File: src/design/fsli_pkg.sv
// Shared constants and types for the first-seen label indexer.
`default_nettype none
package fsli_pkg;

   // Default table depth
   localparam int unsigned MAX_LABELS_DEFAULT = 64;

   // Field widths
   localparam int unsigned LABEL_W    = 32;
   localparam int unsigned INDEX_W    = 7;
   localparam int unsigned REQ_DATA_W = 32;
   localparam int unsigned REQ_USER_W = 1;
   localparam int unsigned RSP_DATA_W = 16;
   localparam int unsigned RSP_USER_W = 2;

   // Control sequencer states
   typedef enum logic [2:0] {
      ST_IDLE   = 3'b001,
      ST_SCAN   = 3'b010,
      ST_RESULT = 3'b100
   } state_type;

endpackage
`default_nettype wire

File: src/design/first_seen_label_indexer_unit.sv
// Top level of the first-seen label indexer: table memory, scan sequencer and result register.
//
// Usage: each req transaction carries one 32-bit signed class label in req_tdata and a
// start-of-set flag in req_tuser. The block answers every transaction with exactly one
// rsp transaction carrying the label's 1-based position in the table of distinct labels
// (in order of first appearance), the running distinct count, and the new/overflow flags.
// Flow: after acceptance the label is compared with the stored entries in order, at most
// MAX_LABELS of them (the scan stops at a match); the result register then loads, and the next
// transaction is accepted once that result has been committed.
// The labels live in one synchronous single-port-read table memory that is read one entry
// per cycle; that sequential compare sets the rate. One item is in work at a time.
// A start-of-set flag empties the table before its own label is handled.
// Reset clears the entry count, the sequencer and the result valid; table contents are
// never cleared, since only entries below the count are ever compared.
// When the receiver stalls, the finished result holds in the output register and the
// block still accepts the next item; that item waits at its result step until the
// register is taken.
`default_nettype none
module first_seen_label_indexer_unit #(
   parameter int unsigned MAX_LABELS = fsli_pkg::MAX_LABELS_DEFAULT
) (
   input  wire logic                            clock,
   input  wire logic                            reset,
   input  wire logic                            req_tvalid,
   output logic                                 req_tready,
   input  wire logic [fsli_pkg::REQ_DATA_W-1:0] req_tdata,  // [31:0] label
   input  wire logic [fsli_pkg::REQ_USER_W-1:0] req_tuser,  // [0] start_of_set
   output logic                                 rsp_tvalid,
   input  wire logic                            rsp_tready,
   output logic [fsli_pkg::RSP_DATA_W-1:0]      rsp_tdata,  // [6:0] new_index,
                                                            // [13:7] distinct_count,
                                                            // [15:14] zero
   output logic [fsli_pkg::RSP_USER_W-1:0]      rsp_tuser   // [0] is_new, [1] overflow
);
   import fsli_pkg::*;

   localparam int unsigned AW = (MAX_LABELS > 1) ? $clog2(MAX_LABELS) : 1;
   localparam int unsigned CW = $clog2(MAX_LABELS + 1);

   // Label table
   logic [LABEL_W-1:0] table_mem [MAX_LABELS];
   logic [LABEL_W-1:0] rd_data_ff;
   logic               rd_en;
   logic [AW-1:0]      rd_addr;
   logic               wr_en;
   logic [AW-1:0]      wr_addr;

   // Control and payload registers
   state_type          state_ff, state_in;
   logic [AW-1:0]      ptr_ff, ptr_in;
   logic [CW-1:0]      count_ff, count_in;
   logic [LABEL_W-1:0] label_ff, label_in;
   logic               hit_ff, hit_in;
   logic [CW-1:0]      hit_idx_ff, hit_idx_in;
   logic               rsp_tvalid_ff, rsp_tvalid_in;
   logic [RSP_DATA_W-1:0] rsp_tdata_ff, rsp_tdata_in;
   logic [RSP_USER_W-1:0] rsp_tuser_ff, rsp_tuser_in;

   logic          req_accept;
   logic          out_free;
   logic [CW-1:0] start_count;
   logic          scan_hit;
   logic          scan_last;
   logic [CW-1:0] ptr_next;
   logic          room;
   logic [CW-1:0] res_idx;
   logic [CW-1:0] res_count;
   logic          res_new;
   logic          res_ovf;

   assign req_tready = (state_ff == ST_IDLE);
   assign req_accept = req_tvalid && req_tready;
   assign out_free   = !rsp_tvalid_ff || rsp_tready;

   assign start_count = req_tuser[0] ? '0 : count_ff;
   assign ptr_next    = CW'(ptr_ff) + CW'(1);
   assign scan_hit    = (state_ff == ST_SCAN) && (rd_data_ff == label_ff);
   assign scan_last   = (ptr_next == count_ff);
   assign room        = (count_ff < CW'(MAX_LABELS));

   // Issue the next table read: entry 0 on accept, then one entry per scan cycle
   assign rd_en   = req_accept || ((state_ff == ST_SCAN) && !scan_hit && !scan_last);
   assign rd_addr = req_accept ? '0 : AW'(ptr_next);

   // Append an unseen label, if there is room, when the result is committed
   assign wr_en   = (state_ff == ST_RESULT) && out_free && !hit_ff && room;
   assign wr_addr = AW'(count_ff);

   // Form the result of the finished scan
   always_comb begin
      res_new   = !hit_ff;
      res_ovf   = !hit_ff && !room;
      res_count = count_ff;
      res_idx   = hit_idx_ff;
      if (!hit_ff) begin
         if (room) begin
            res_count = count_ff + CW'(1);
            res_idx   = count_ff + CW'(1);
         end else begin
            res_idx = '0;
         end
      end
   end

   // Sequence accept, scan and result
   always_comb begin
      state_in      = state_ff;
      ptr_in        = ptr_ff;
      count_in      = count_ff;
      label_in      = label_ff;
      hit_in        = hit_ff;
      hit_idx_in    = hit_idx_ff;
      rsp_tvalid_in = rsp_tvalid_ff && !rsp_tready;
      rsp_tdata_in  = rsp_tdata_ff;
      rsp_tuser_in  = rsp_tuser_ff;
      unique case (state_ff)
         ST_IDLE: begin
            if (req_accept) begin
               label_in = req_tdata[LABEL_W-1:0];
               count_in = start_count;
               ptr_in   = '0;
               hit_in   = 1'b0;
               state_in = (start_count == '0) ? ST_RESULT : ST_SCAN;
            end
         end
         ST_SCAN: begin
            if (scan_hit) begin
               hit_in     = 1'b1;
               hit_idx_in = ptr_next;
               state_in   = ST_RESULT;
            end else if (scan_last) begin
               state_in = ST_RESULT;
            end else begin
               ptr_in = AW'(ptr_next);
            end
         end
         ST_RESULT: begin
            if (out_free) begin
               count_in      = res_count;
               rsp_tvalid_in = 1'b1;
               rsp_tdata_in  = {2'b00, INDEX_W'(res_count), INDEX_W'(res_idx)};
               rsp_tuser_in  = {res_ovf, res_new};
               state_in      = ST_IDLE;
            end
         end
         default: begin
            state_in = ST_IDLE;
         end
      endcase
   end

   // Hold the control state
   always_ff @(posedge clock) begin
      if (reset) begin
         state_ff      <= ST_IDLE;
         count_ff      <= '0;
         rsp_tvalid_ff <= 1'b0;
      end else begin
         state_ff      <= state_in;
         count_ff      <= count_in;
         rsp_tvalid_ff <= rsp_tvalid_in;
      end
   end

   // Hold the payload
   always_ff @(posedge clock) begin
      ptr_ff       <= ptr_in;
      label_ff     <= label_in;
      hit_ff       <= hit_in;
      hit_idx_ff   <= hit_idx_in;
      rsp_tdata_ff <= rsp_tdata_in;
      rsp_tuser_ff <= rsp_tuser_in;
   end

   // Table memory: registered read, single write
   always_ff @(posedge clock) begin
      if (rd_en) begin
         rd_data_ff <= table_mem[rd_addr];
      end
      if (wr_en) begin
         table_mem[wr_addr] <= label_ff;
      end
   end

   assign rsp_tvalid = rsp_tvalid_ff;
   assign rsp_tdata  = rsp_tdata_ff;
   assign rsp_tuser  = rsp_tuser_ff;

`ifndef SYNTHESIS
   // Count never passes the table depth
   a_count_bound: assert property (@(posedge clock) disable iff (reset)
      count_ff <= CW'(MAX_LABELS))
      else $error("entry count beyond table depth");

   // Overflow only on an unseen label, with index zero
   a_ovf_shape: assert property (@(posedge clock) disable iff (reset)
      (rsp_tvalid && rsp_tuser[1]) |-> (rsp_tuser[0] && (rsp_tdata[INDEX_W-1:0] == '0)))
      else $error("overflow result malformed");

   // A known label maps inside the current count
   a_hit_range: assert property (@(posedge clock) disable iff (reset)
      (rsp_tvalid && !rsp_tuser[0]) |->
         ((rsp_tdata[INDEX_W-1:0] != '0) &&
          (rsp_tdata[INDEX_W-1:0] <= rsp_tdata[2*INDEX_W-1:INDEX_W])))
      else $error("hit index outside table");

   // An accepted item leaves the idle state
   a_busy_after_accept: assert property (@(posedge clock) disable iff (reset)
      req_accept |=> !req_tready)
      else $error("input taken twice in a row");

   // Table writes happen only when a result is committed
   a_write_commit: assert property (@(posedge clock) disable iff (reset)
      wr_en |=> rsp_tvalid && rsp_tuser[0] && !rsp_tuser[1])
      else $error("table write without a new-label result");
`endif

endmodule
`default_nettype wire

File: config.mk
export PLATFORM = sky130hd
export DESIGN_NAME = first_seen_label_indexer_unit
export DESIGN_NICKNAME = d
export VERILOG_FILES = /design/src/design/fsli_pkg.sv /design/src/design/first_seen_label_indexer_unit.sv
export SDC_FILE = /design/constraint.sdc
export NUM_CORES = 2
export LEC_CHECK = 0
export ABC_CLOCK_PERIOD_IN_PS = 5000
export BUFFER_PORTS_ARGS = -buffer_cell sky130_fd_sc_hd__buf_2
export CAP_MARGIN = 10
export CELL_PAD_IN_SITES_DETAIL_PLACEMENT = 1
export CELL_PAD_IN_SITES_GLOBAL_PLACEMENT = 2
export CORE_ASPECT_RATIO = 0.75
export CORE_UTILIZATION = 43
export CTS_CLUSTER_SIZE = 25
export DETAILED_ROUTE_END_ITERATION = 16
export PLACE_DENSITY = 0.73
export SYNTH_ARGS = -nofsm -noshare
export SYNTH_HDL_FRONTEND = slang
export SYNTH_SLANG_ARGS = --single-unit
File: constraint.sdc
create_clock -name clock -period 5 [get_ports clock]
set_input_delay 0.5 -clock clock [delete_from_list [all_inputs] [get_ports clock]]
set_output_delay 0.5 -clock clock [all_outputs]
set_load 0.1 [all_outputs]
==> reports/results.tsv <==
metric	value	unit
run_status	finished clean	
clock-root-buffer	sky130_fd_sc_hd__clkbuf_16	
worst-endpoint-required	5720	ps
route.final.wire_length	285000	um
worst-r2r-setup-slack	400	ps
peak_vdd_ir	0.384	mV
clkTransAtPathRegs	60	ps
post-route-util	49.5	%
overall_die_width	514	um
ant_nets	0	
detail_route.iter0.violations	7498	
critical-path-top-cell-by-count	sky130_fd_sc_hd__buf_12	
globalRouteOverflowTotal	0	
tritoncts.num_buffers	205	
share_clk_of_total_power	35.9	%
rsz_0062_raised_after_global_routing	no	
worstPathCellList	ha_4 -> xnor2_2 -> buf_12 -> buf_12 -> nand2_1 -> a31oi_1 -> nand4b_1 -> a221oi_1 -> buf_4 -> a31o_2	
timing_worst_slew_pin_value	1210	ps
synth-seq-cells	2153	
detail_route.wl_per_cell	34.6	um
crit_slowest_cell	sky130_fd_sc_hd__a221oi_1	
max-cap-violations	0	
power.total	0.0417	W
antenna_violations_before_repair	22	
synth_area_leaders	sky130_fd_sc_hd__edfxtp_1 76%, sky130_fd_sc_hd__mux2i_1 4.4%, sky130_fd_sc_hd__nand2_1 2.3%, sky130_fd_sc_hd__nand3_1 2.2%, sky130_fd_sc_hd__mux4_2 1.7%	
dpl.hpwl	167000	um
syn_area_per_cell	16.1	um^2
worstReg2RegEnd	rd_data_ff[21]	
input_output_buffers	54	
cts_htree_levels	4	
globalplace.congestion	0.867	
dominant_synthesized_flop_cell	sky130_fd_sc_hd__edfxtp_1	
synthesis.instances	5249	
fraction_of_registers_with_async_set_or_reset_after_synthesis	0	%
startpoint_type	register	
combinationalPowerShare	15.3	%
cts_tree	built	
power.internal	0.0300	W
synth.yosys.warnings	0	
routed-via-count	52200	
buffers_plus_inverters_on_the_worst_setup_path	3	
ys_seq_area_share	76.3	%
finalMaxSlewViolations	0	
areaGrowthSynthToFinish	14.0	%
min_delay_worst_endpoint	count_ff[6]	
post-route-drc-count	0	
min_from	req_tuser	
groute.usage.overall	28.5	%
worst_clock_skew	62.2	ps
design.die.area	199000	um^2
power_leakage	31.0	nW
grt_use_met2	42.0	%
switching_share	28.0	%
worst_r2r_startpoint	ptr_ff[0]	
synth_edf_count	2142	
synth.top_cell.area_share	76.0	%
power.sequential.fraction	48.8	%
initial_core_util	43.4	%
fillers	18400	
placement.setup.worst_slack	546	ps
final.setup.tns	0	ps
rows	140	
drt_pass1_iterations	6	
post-route-period-util	91.9	%
drive_gt1_share	14.4	%
grt_max_degree	102	
finalSetupViolCount	0	
timing.critical_path.max_delay_family	compound AO/OA/AOI/OAI gates	
synth.cell_area	84600	um^2
r2r_cells	10	
clk_path_buf_depth	3	
post-route-min-period	4600	ps
die_y	386	um
use_met3	7.42	%
pin_count	57	
post_cts.repair.setup_buffers	0	
vias_per_cell	6.34	
wire_length_of_the_first_global_routing_pass	398000	um
timing.hold.worst.class	in -> reg	
grt_most_used_layer	met1	
crit_fanout	101	
first_global_vias	51000	
crit_arrival	5320	ps
whs	52.9	ps
hold_path_depth	4	
max_clock_freq	0.218	GHz
clk_latency	850	ps
synth_top_cell_by_area	sky130_fd_sc_hd__edfxtp_1	
final-hold-violation-count	0	
core	195000	um^2
count_of_unique_library_cells_instantiated_by_yosys	70	
worst_slew_margin	19.1	%
postLayoutSetupSlackWorst	404	ps
num-nets-final	5486	
worstSetupPathType	reg -> reg	
grtUsageMet1	42.4	%
cts-resized-gates	0	
netSwitchingPower	0.0117	W
p_per_area	433	nW/um^2
kind_of_capture_point_of_the_worst_setup_path	register	
cts.sinks	2153	
max_stage_delay	1130	ps
==> worst max-delay path by stage <==
stage                          start               end  slack, ps  depth (start not counted)
after global routing       ptr_ff[0]     rd_data_ff[2]        510                          9
after detailed placement   ptr_ff[0]    rd_data_ff[21]        550                         11
after global placement     ptr_ff[0]    rd_data_ff[21]        600                         11
after floorplan           rsp_tvalid  table_mem[62][0]        560                          6
after CTS                  ptr_ff[0]    rd_data_ff[21]        550                         11
final                      ptr_ff[0]    rd_data_ff[21]        400                         10
==> power groups by stage <==
stage / Clock, W / Sequential, W / Combinational [W]
finish: 0.0150 / 0.0203 / 0.00638
global route: 0.0158 / 0.0203 / 0.00659
CTS: 0.0151 / 0.0203 / 0.00626
detailed placement: 0 / 0.0207 / 0.00621
global placement: 0 / 0.0207 / 0.00612
floorplan: 0 / 0.0207 / 0.00298
==> Yosys cell counts (all sizes together), types with 32 or more instances <==
master,n
nand2,531
mux2i,373
nand4,42
a2111oi,57
a21oi,39
clkbuf,223
or4,54
nor2,136
and3,91
nor3,39
o221ai,64
a32o,32
a31o,34
xnor2,41
nand3,377
mux4,62
a211oi,116
o22ai,58
a31oi,100
buf,164
nor2b,36
o21ai,157
edfxtp,2142
a221oi,63
==> state kept, by name (all words and copies together) (netlist names) <==
name / count
state_ff: 3
label_ff: 32
count_ff: 7
rsp_tvalid: 1
hit_ff: 1
hit_idx_ff: 7
rsp_tuser: 2
table_mem: 2048
ptr_ff: 6
rd_data_ff: 32
rsp_tdata: 14
==> through the flow <==
stage,std cells,area [um^2]
after floorplan,5250,84600
after global placement,7833,89900
after detailed placement,7833,89900
after CTS,8237,96400
after global routing,8237,96400
final,8238,96400
==> worst min-delay path: cells and delay by family <==
kind | cells | cell delay [ps]
AOI/OAI and AO/OA | 1 | 70
and+or+nand+nor | 2 | 170
buffers and inverters | 1 | 110
==> cell type report <==
| class | instances | area (um^2) | share of cell area [%] |
|---|---|---|---|
| Timing Repair Buffer | 376 | 3250 | 3.37 |
| Clock buffer | 255 | 5340 | 5.54 |
| Sequential cell | 2153 | 64500 | 66.9 |
| Clock inverter | 116 | 900 | 0.933 |
| Antenna cell | 1 | 2.50 | 0.00260 |
| Multi-Input combinational cell | 2698 | 19000 | 19.8 |
| Inverter | 12 | 62.6 | 0.0649 |
| Tap cell | 2627 | 3290 | 3.41 |
==> cells in the final DEF, fill, tap and decap left out, types with 57 or more instances in the layout <==
master,n
sky130_fd_sc_hd__a221oi_1,63
sky130_fd_sc_hd__edfxtp_1,2142
sky130_fd_sc_hd__o221ai_1,64
sky130_fd_sc_hd__and3_1,91
sky130_fd_sc_hd__mux4_2,62
sky130_fd_sc_hd__nor2_4,71
sky130_fd_sc_hd__a2111oi_0,57
sky130_fd_sc_hd__nand3_1,376
sky130_fd_sc_hd__mux2i_1,373
sky130_fd_sc_hd__clkinv_1,58
sky130_fd_sc_hd__clkbuf_16,206
sky130_fd_sc_hd__o22ai_1,58
sky130_fd_sc_hd__buf_4,251
sky130_fd_sc_hd__a31oi_1,100
sky130_fd_sc_hd__o21ai_0,155
sky130_fd_sc_hd__nand2_1,528
sky130_fd_sc_hd__nor2_1,63
sky130_fd_sc_hd__a211oi_1,116
==> per-layer routing <==
layer	vias to the layer above	wire length, um
li1	21300	-
met1	27800	122000
met2	2751	124000
met3	362	32300
met4	8	5980
met5	-	45
==> repair_timing <==
action                     4_1_cts  5_1_grt
setup endpoints to repair        0        0
hold buffers                    33        0
hold endpoints to repair        40        0
==> logic make-up after synthesis <==
kind of cell / synth area share (%)
buf+inv: 2.01
mux: 6.20
flops: 76.3
fa+ha+maj: 0.0444
simple gates: 7.68
compound gates: 7.25
other cells: 0.00443
xor+xnor: 0.534
No activity file was read; power rests on OpenSTA's default activity.
